==> src/rtl/dftw_pkg.sv <==
// ----------------------------------------------------------------------------
// Duplicate filter package
// Shared types, codes and defaults of the time-window duplicate filter.
// ----------------------------------------------------------------------------
`default_nettype none

package dftw_pkg;

   // Default size of the table of recent hashes.
   localparam int ENTRIES_DEFAULT = 16;

   // Field widths.
   localparam int KIND_W  = 2;
   localparam int HASH_W  = 64;
   localparam int TIME_W  = 32;
   localparam int COUNT_W = 32;

   // Configuration port.
   localparam int CSR_ADDR_W = 3;
   localparam int CSR_DATA_W = 32;
   localparam logic [CSR_ADDR_W-1:0] CSR_ADDR_WINDOW = 3'd0;
   localparam logic [TIME_W-1:0] WINDOW_RESET = 32'd60000;

   // Item kinds; the fourth code behaves as check only.
   localparam logic [KIND_W-1:0] KIND_CHECK_RECORD = 2'd0;
   localparam logic [KIND_W-1:0] KIND_CHECK_ONLY   = 2'd1;
   localparam logic [KIND_W-1:0] KIND_RECORD_ONLY  = 2'd2;

   // Input word.
   typedef struct packed {
      logic [KIND_W-1:0] kind;
      logic [HASH_W-1:0] item_hash;
      logic [TIME_W-1:0] now_ms;
   } req_type;

   // Result word.
   typedef struct packed {
      logic               is_duplicate;
      logic [COUNT_W-1:0] duplicate_count;
   } rsp_type;

   // One stored table entry.
   typedef struct packed {
      logic [HASH_W-1:0] entry_hash;
      logic [TIME_W-1:0] entry_time;
   } entry_type;

endpackage

`default_nettype wire

==> src/rtl/dftw_table.sv <==
// ----------------------------------------------------------------------------
// Duplicate filter table
// Hash and time memory with one write port and one registered read port,
// plus a used bit per entry in flip-flops cleared by reset.
// ----------------------------------------------------------------------------
`default_nettype none

module dftw_table #(
   parameter int ENTRIES = dftw_pkg::ENTRIES_DEFAULT
) (
   input  wire logic                       clock,
   input  wire logic                       reset,
   input  wire logic [$clog2(ENTRIES)-1:0] rd_idx,
   output logic                            rd_used,
   output dftw_pkg::entry_type             rd_entry,
   input  wire logic                       wr_en,
   input  wire logic [$clog2(ENTRIES)-1:0] wr_idx,
   input  wire dftw_pkg::entry_type        wr_entry
);
   import dftw_pkg::*;

   entry_type           entry_mem_ff [ENTRIES];
   logic [ENTRIES-1:0]  used_ff;
   logic [ENTRIES-1:0]  used_in;
   logic                rd_used_ff;
   entry_type           rd_entry_ff;

   // Memory write and registered read.
   always_ff @(posedge clock) begin
      if (wr_en) begin
         entry_mem_ff[wr_idx] <= wr_entry;
      end
      rd_entry_ff <= entry_mem_ff[rd_idx];
   end

   // Used bits: set on write, never cleared but by reset.
   always_comb begin
      used_in = used_ff;
      if (wr_en) begin
         used_in[wr_idx] = 1'b1;
      end
   end

   always_ff @(posedge clock) begin
      if (reset) begin
         used_ff    <= '0;
         rd_used_ff <= 1'b0;
      end else begin
         used_ff    <= used_in;
         rd_used_ff <= used_ff[rd_idx];
      end
   end

   assign rd_used  = rd_used_ff;
   assign rd_entry = rd_entry_ff;

endmodule

`default_nettype wire

==> src/rtl/dftw_match.sv <==
// ----------------------------------------------------------------------------
// Duplicate filter compare unit
// Shared unit that tests one table entry against the item: used, equal hash
// and an age, taken modulo 2^32, no greater than the window.
// ----------------------------------------------------------------------------
`default_nettype none

module dftw_match (
   input  wire logic                               entry_used,
   input  wire dftw_pkg::entry_type                entry,
   input  wire logic [dftw_pkg::HASH_W-1:0]        item_hash,
   input  wire logic [dftw_pkg::TIME_W-1:0]        now_ms,
   input  wire logic [dftw_pkg::TIME_W-1:0]        window_ms,
   output logic                                    match
);
   import dftw_pkg::*;

   logic [TIME_W-1:0] age;

   // The subtraction wraps naturally at the field width.
   assign age   = now_ms - entry.entry_time;
   assign match = entry_used && (entry.entry_hash == item_hash) && (age <= window_ms);

endmodule

`default_nettype wire

==> src/rtl/duplicate_filter_time_window.sv <==
// ----------------------------------------------------------------------------
// Time-window duplicate filter
// Sequencer, configuration register and result register of the filter.
// ----------------------------------------------------------------------------
// An item of kind check (with or without recording) is handled in a scan: the
// table is read one entry per cycle through a single registered read port and
// each entry passes the one compare unit, followed by a drain step to finish
// the last compare and a finish step to record and load the result. A
// record-only item goes straight to the finish step. The input
// stalls while an item is in progress; a finished result waits in its own
// register, so the next item can be taken before the result is collected.
// The table needs no clearing pass after reset.
`default_nettype none

module duplicate_filter_time_window #(
   parameter int ENTRIES = dftw_pkg::ENTRIES_DEFAULT
) (
   input  wire logic                             clock,
   input  wire logic                             reset,
   input  wire logic                             req_valid,
   output logic                                  req_stall,
   input  wire dftw_pkg::req_type                req_data,
   output logic                                  rsp_valid,
   input  wire logic                             rsp_stall,
   output dftw_pkg::rsp_type                     rsp_data,
   input  wire logic                             csr_psel,
   input  wire logic                             csr_penable,
   input  wire logic                             csr_pwrite,
   input  wire logic [dftw_pkg::CSR_ADDR_W-1:0]  csr_paddr,
   input  wire logic [dftw_pkg::CSR_DATA_W-1:0]  csr_pwdata,
   output logic [dftw_pkg::CSR_DATA_W-1:0]       csr_prdata,
   output logic                                  csr_pready
);
   import dftw_pkg::*;

   localparam int IDX_W = $clog2(ENTRIES);
   localparam logic [IDX_W-1:0] LAST_IDX = IDX_W'(ENTRIES - 1);

   // Sequencer states.
   localparam logic [1:0] ST_IDLE   = 2'd0;
   localparam logic [1:0] ST_SCAN   = 2'd1;
   localparam logic [1:0] ST_DRAIN  = 2'd2;
   localparam logic [1:0] ST_FINISH = 2'd3;

   logic [1:0]          state_ff, state_in;
   req_type             item_ff, item_in;
   logic [IDX_W-1:0]    scan_idx_ff, scan_idx_in;
   logic                rd_valid_ff, rd_valid_in;
   logic                hit_ff, hit_in;
   logic [IDX_W-1:0]    replace_ptr_ff, replace_ptr_in;
   logic [COUNT_W-1:0]  dup_count_ff, dup_count_in;
   logic [TIME_W-1:0]   window_ff, window_in;
   logic                rsp_valid_ff, rsp_valid_in;
   rsp_type             rsp_ff, rsp_in;

   logic                req_accept;
   logic                rsp_free;
   logic                csr_write;
   logic                rd_used;
   entry_type           rd_entry;
   logic                wr_en;
   entry_type           wr_entry;
   logic                match;
   logic                record;

   // Table of recent hashes.
   dftw_table #(
      .ENTRIES (ENTRIES)
   ) u_table (
      .clock    (clock),
      .reset    (reset),
      .rd_idx   (scan_idx_ff),
      .rd_used  (rd_used),
      .rd_entry (rd_entry),
      .wr_en    (wr_en),
      .wr_idx   (replace_ptr_ff),
      .wr_entry (wr_entry)
   );

   // Shared compare unit.
   dftw_match u_match (
      .entry_used (rd_used),
      .entry      (rd_entry),
      .item_hash  (item_ff.item_hash),
      .now_ms     (item_ff.now_ms),
      .window_ms  (window_ff),
      .match      (match)
   );

   // Handshakes.
   assign req_stall  = (state_ff != ST_IDLE);
   assign req_accept = req_valid && !req_stall;
   assign rsp_free   = !rsp_valid_ff || !rsp_stall;

   // Configuration port: one window register.
   assign csr_pready = 1'b1;
   assign csr_write  = csr_psel && csr_penable && csr_pwrite && csr_pready;
   assign csr_prdata = (csr_paddr[CSR_ADDR_W-1] == CSR_ADDR_WINDOW[CSR_ADDR_W-1])
                       ? window_ff : '0;

   always_comb begin
      window_in = window_ff;
      if (csr_write && (csr_paddr[CSR_ADDR_W-1] == CSR_ADDR_WINDOW[CSR_ADDR_W-1])) begin
         window_in = csr_pwdata;
      end
   end

   // Recording happens in the finish step: always for record only, and on a
   // miss for check and record.
   assign record = (item_ff.kind == KIND_RECORD_ONLY) ||
                   ((item_ff.kind == KIND_CHECK_RECORD) && !hit_ff);
   assign wr_en  = (state_ff == ST_FINISH) && rsp_free && record;
   assign wr_entry.entry_hash = item_ff.item_hash;
   assign wr_entry.entry_time = item_ff.now_ms;

   // Sequencer.
   always_comb begin
      state_in       = state_ff;
      item_in        = item_ff;
      scan_idx_in    = scan_idx_ff;
      rd_valid_in    = (state_ff == ST_SCAN);
      hit_in         = hit_ff || (rd_valid_ff && match);
      replace_ptr_in = replace_ptr_ff;
      dup_count_in   = dup_count_ff;
      rsp_valid_in   = rsp_valid_ff && rsp_stall;
      rsp_in         = rsp_ff;

      unique case (state_ff)
         ST_IDLE: begin
            if (req_accept) begin
               item_in     = req_data;
               scan_idx_in = '0;
               hit_in      = 1'b0;
               if (req_data.kind == KIND_RECORD_ONLY) begin
                  state_in = ST_FINISH;
               end else begin
                  state_in = ST_SCAN;
               end
            end
         end
         ST_SCAN: begin
            if (scan_idx_ff == LAST_IDX) begin
               state_in = ST_DRAIN;
            end else begin
               scan_idx_in = scan_idx_ff + 1'b1;
            end
         end
         ST_DRAIN: begin
            state_in = ST_FINISH;
         end
         ST_FINISH: begin
            if (rsp_free) begin
               state_in     = ST_IDLE;
               rsp_valid_in = 1'b1;
               rsp_in.is_duplicate    = hit_ff;
               rsp_in.duplicate_count = dup_count_ff + COUNT_W'(hit_ff);
               dup_count_in           = dup_count_ff + COUNT_W'(hit_ff);
               if (record) begin
                  replace_ptr_in = (replace_ptr_ff == LAST_IDX) ? '0
                                   : replace_ptr_ff + 1'b1;
               end
            end
         end
         default: begin
            state_in = ST_IDLE;
         end
      endcase
   end

   // Control registers.
   always_ff @(posedge clock) begin
      if (reset) begin
         state_ff       <= ST_IDLE;
         rd_valid_ff    <= 1'b0;
         hit_ff         <= 1'b0;
         scan_idx_ff    <= '0;
         replace_ptr_ff <= '0;
         dup_count_ff   <= '0;
         window_ff      <= WINDOW_RESET;
         rsp_valid_ff   <= 1'b0;
      end else begin
         state_ff       <= state_in;
         rd_valid_ff    <= rd_valid_in;
         hit_ff         <= hit_in;
         scan_idx_ff    <= scan_idx_in;
         replace_ptr_ff <= replace_ptr_in;
         dup_count_ff   <= dup_count_in;
         window_ff      <= window_in;
         rsp_valid_ff   <= rsp_valid_in;
      end
   end

   // Payload registers.
   always_ff @(posedge clock) begin
      item_ff <= item_in;
      rsp_ff  <= rsp_in;
   end

   assign rsp_valid = rsp_valid_ff;
   assign rsp_data  = rsp_ff;

endmodule

`default_nettype wire
==> config.mk <==
export PLATFORM = sky130hd
export DESIGN_NAME = duplicate_filter_time_window
export DESIGN_NICKNAME = d
export VERILOG_FILES = /design/src/rtl/dftw_pkg.sv /design/src/rtl/dftw_table.sv /design/src/rtl/dftw_match.sv /design/src/rtl/duplicate_filter_time_window.sv
export SDC_FILE = /design/constraint.sdc
export NUM_CORES = 2
export LEC_CHECK = 0
export BUFFER_PORTS_ARGS = -buffer_cell sky130_fd_sc_hd__buf_2
export CAP_MARGIN = 20
export CORE_MARGIN = 2
export CORE_UTILIZATION = 50
export DETAILED_ROUTE_END_ITERATION = 8
export GPL_TIMING_DRIVEN = 1
export HOLD_SLACK_MARGIN = 0.02
export PLACE_DENSITY = 0.73
export SLEW_MARGIN = 25
export SYNTH_ARGS = -nofsm -noshare
export SYNTH_HDL_FRONTEND = slang
export SYNTH_HIERARCHICAL = 1
export SYNTH_SLANG_ARGS = --single-unit
export TNS_END_PERCENT = 30
==> constraint.sdc <==
create_clock -name clock -period 13.65 [get_ports clock]
set_input_delay 1.365 -clock clock [delete_from_list [all_inputs] [get_ports clock]]
set_output_delay 1.365 -clock clock [all_outputs]
set_load 0.02 [all_outputs]
==> results.toml <==
[synthesis]
synth_top_flop_cell = "edfxtp_1"
ys_warn_count = 6
synth.avg_cell_area_um2 = 20.1
synthArstFlopShare_pct = 0
synth_cell_types = 80
synthTopCellsByArea = "edfxtp_1, mux4_2, dfxtp_1, a221o_1, ha_1"
synth.largest_area_cell = "edfxtp_1"
synth_edf_count = 1667
netlist_area_mm2 = 0.0713
ys_seq_area_share_pct = 75.5
yosys_register_bits = 1857
syn_nets = 3770
netlist.area_leader.share_pct = 70.2
syn_inst = 3556

[route]
via_per_inst = 6.02
ant_nets = 0
wire_per_inst_um = 26.4
drt_iter0_markers = 3207
dr.pass1.iters = 5
num_vias = 35300
drc_errors = 0
totalWireLength_um = 155000

[floorplan]
io_pins = 208
initial_utilization_pct = 50.4
coreArea_mm2 = 0.142
rows = 138
dieArea_mm2 = 0.146
die_h_um = 382
die_width_um = 382

[clocking]
clk_pin_slew_ps = 60
cts-root-buf = "clkbuf_16"
clkSinkCount = 1857
post_cts_buffers = 0
cts_max_path_buffers = 3
cts.repair.resized = 0
cts_hold_buf = 0
cts_buffers = 177
cts_tree = "built"
cts.htree.levels = 4
clk_latency_ps = 790

[critical_path]
worstPathArrival_ps = 5480
cp_num_buf_inv = 3
cp_slowest_cell = "buf_4"
cp-start-kind = "primary input"
crit_fanout = 45
worstPathCellList = "buf_2 > a21bo_2 > nor3_1 > nand3_1 > nor2_4 > buf_4 > buf_4"
worstSetupEndpointType = "flop"
crit_top_cell = "buf_4"
critical_path_required_ps = 14050
cpLargestDelayFamily = "simple AND/OR/NAND/NOR gates"
max_stage_delay_ps = 850
worst-setup-path-type = "in2reg"

[sta]
final.setup.tns_ps = 0
finClkSkew_ps = 29.4
timing.final.crit_share_pct = 37.2
min_period_ps = 5070
final-setup-viol-count = 0
max-slew-margin-rel_pct = 29.3
worstMarginPinSlew_ps = 1060
fin_ws_ps = 8580
max_freq_mhz = 197
hold_viol_final = 0
slew_viol_final = 0
rsz0062_at_grt = "false"

[power]
power.density_mw_per_mm2 = 171
p_total_uw = 13700
leakage_uw = 0.0259
ir_drop_v = 0.000166

[global_routing]
antenna_found_initial = 3
track_usage_pct = 21.1
grt_pass1_vias = 35300
grt_pass1_wl_um = 228000
grt_overflow = 0
grt_max_degree = 107

[min_path]
min_path_type = "reg2reg"

[place]
gp_congestion = 0.858
io_buffers = 204
pre_cts_ws_ps = 7790
hpwl_um = 77300

[final_layout]
drive_above_1_share_pct = 24.1
synthToLayoutAreaGrowth_pct = 12.4
num-fill-cells = 10300
layout.nets = 4026

[run]
cap_viol_max_count = 0

[status]
outcome = "complete, no violations"
[state kept, by name, indices dropped and copies added (netlist names)]
signal,count
rd_valid_ff,1
dup_count_ff,32
item_ff,98
replace_ptr_ff,4
window_ff,32
rsp_data,33
u_table/rd_used,1
rsp_valid,1
u_table/entry_mem_ff,1536
u_table/rd_entry,96
hit_ff,1
scan_idx_ff,4
u_table/used_ff,16
state_ff,2
[where the power goes]
| group | switching (uW) | internal [uW] | leakage [uW] |
|---|---|---|---|
| registers | 358 | 6660 | 0.0166 |
| logic | 1000 | 946 | 0.00643 |
| clock network | 2050 | 2730 | 0.00280 |
[layout by cell type, fill, tap and decap left out, types with 10 or more instances in the layout]
master     synthesis  routed
clkbuf_1          89      57
nand3b_1          11      11
clkbuf_8           7      23
o21ai_0           28      28
nor2_1            97      82
xor2_1            55      55
clkinv_1           0      20
a22o_1            97      97
clkinv_2           0      27
a21oi_1           89      89
a221o_1           97      97
inv_1             81      81
edfxtp_1        1667    1667
o31ai_1           11      11
nand4_1           33      33
nand2_1          122     122
nor2b_1           49      48
nand3_1           30      30
mux4_2           386     386
buf_4              7      40
buf_2             43     203
clkbuf_16          0     184
ha_1              73      73
nor2_4             0      15
xnor2_1           74      74
or4_1             12      12
or3_1             10      10
dfxtp_1          190     188
nor4_1            21      21
nor3_1            19      15
a21o_1            10      10
[logic make-up after synthesis]
kind of cell | after synthesis | synth area share (%)
flip-flops | 1857 | 75.5
AND/OR/NAND/NOR | 439 | 3.09
multiplexers | 399 | 12.4
AO/OA/AOI/OAI | 397 | 4.36
buffers and inverters | 260 | 1.74
XOR/XNOR | 129 | 1.58
adder cells (fa/ha/maj) | 74 | 1.31
other | 1 | 0.00526
[metal layers]
metal	up-vias	track usage [%]	part of all wire (%)
met4	0	4.63	1.6
met5	-	0	0
met3	207	3.59	7.9
li1	15100	-	-
met2	1475	35.1	50
met1	18500	29.5	41
[area by class of cell]
cell class                 count  area, um2  area share (%)
sequential                  1857      53900            67.2
clock buffer                 264       5130            6.41
timing repair buffer         256       1540            1.92
clock inverter                71        588           0.734
tap                         1890       2360            2.95
antenna                        1       2.50         0.00312
inverter                      81        304           0.379
multi-input combinational   1439      16400            20.4
[through the flow]
stage	area (um2)	hold slack [ps]	util, %	cells
final	80200	462	56.6	5859
after global placement	74400	444	52.6	5523
after floorplan	71300	435	-	3556
after CTS	80100	470	56.6	5858
after detailed placement	74400	456	52.6	5523
after global routing	80200	491	56.6	5859
[synth_stat cells (all sizes together), types with 3 or more instances]
library cell  instances
a2111oi               4
a211oi                7
a21o                 11
a21oi                94
a221o                97
a22o                 97
a31oi                 6
and2                  4
and3                  7
and4                  3
buf                  79
clkbuf              100
dfxtp               190
edfxtp             1667
ha                   73
inv                  81
mux2                  7
mux2i                 6
mux4                386
nand2               122
nand2b                9
nand3                30
nand3b               11
nand4                34
nor2                 97
nor2b                49
nor3                 19
nor4                 21
o211ai                5
o21a                  4
o21ai                34
o21bai                3
o22ai                 5
o31ai                12
or3                  11
or4                  14
xnor2                74
xor2                 55
[worst register-to-register path, delay by kind of cell (launching register included)]
family / cells / cell delay, ps
flops: 1 / 390
fa+ha+maj: 1 / 210
buf+inv: 2 / 1690
compound gates: 1 / 450
simple gates: 3 / 1880
[final timing paths]
check | start | end | slack, ps | cells past startpoint
max | rsp_stall | u_table/entry_mem_ff[7][59] | 8580 | 7
min | u_table/used_ff[5] | u_table/used_ff[5] | 460 | 2
max reg2reg | state_ff[1] | u_table/entry_mem_ff[7][59] | 8620 | 7
min reg2reg | u_table/used_ff[5] | u_table/used_ff[5] | 460 | 2
(Power assumes the default switching activity.)
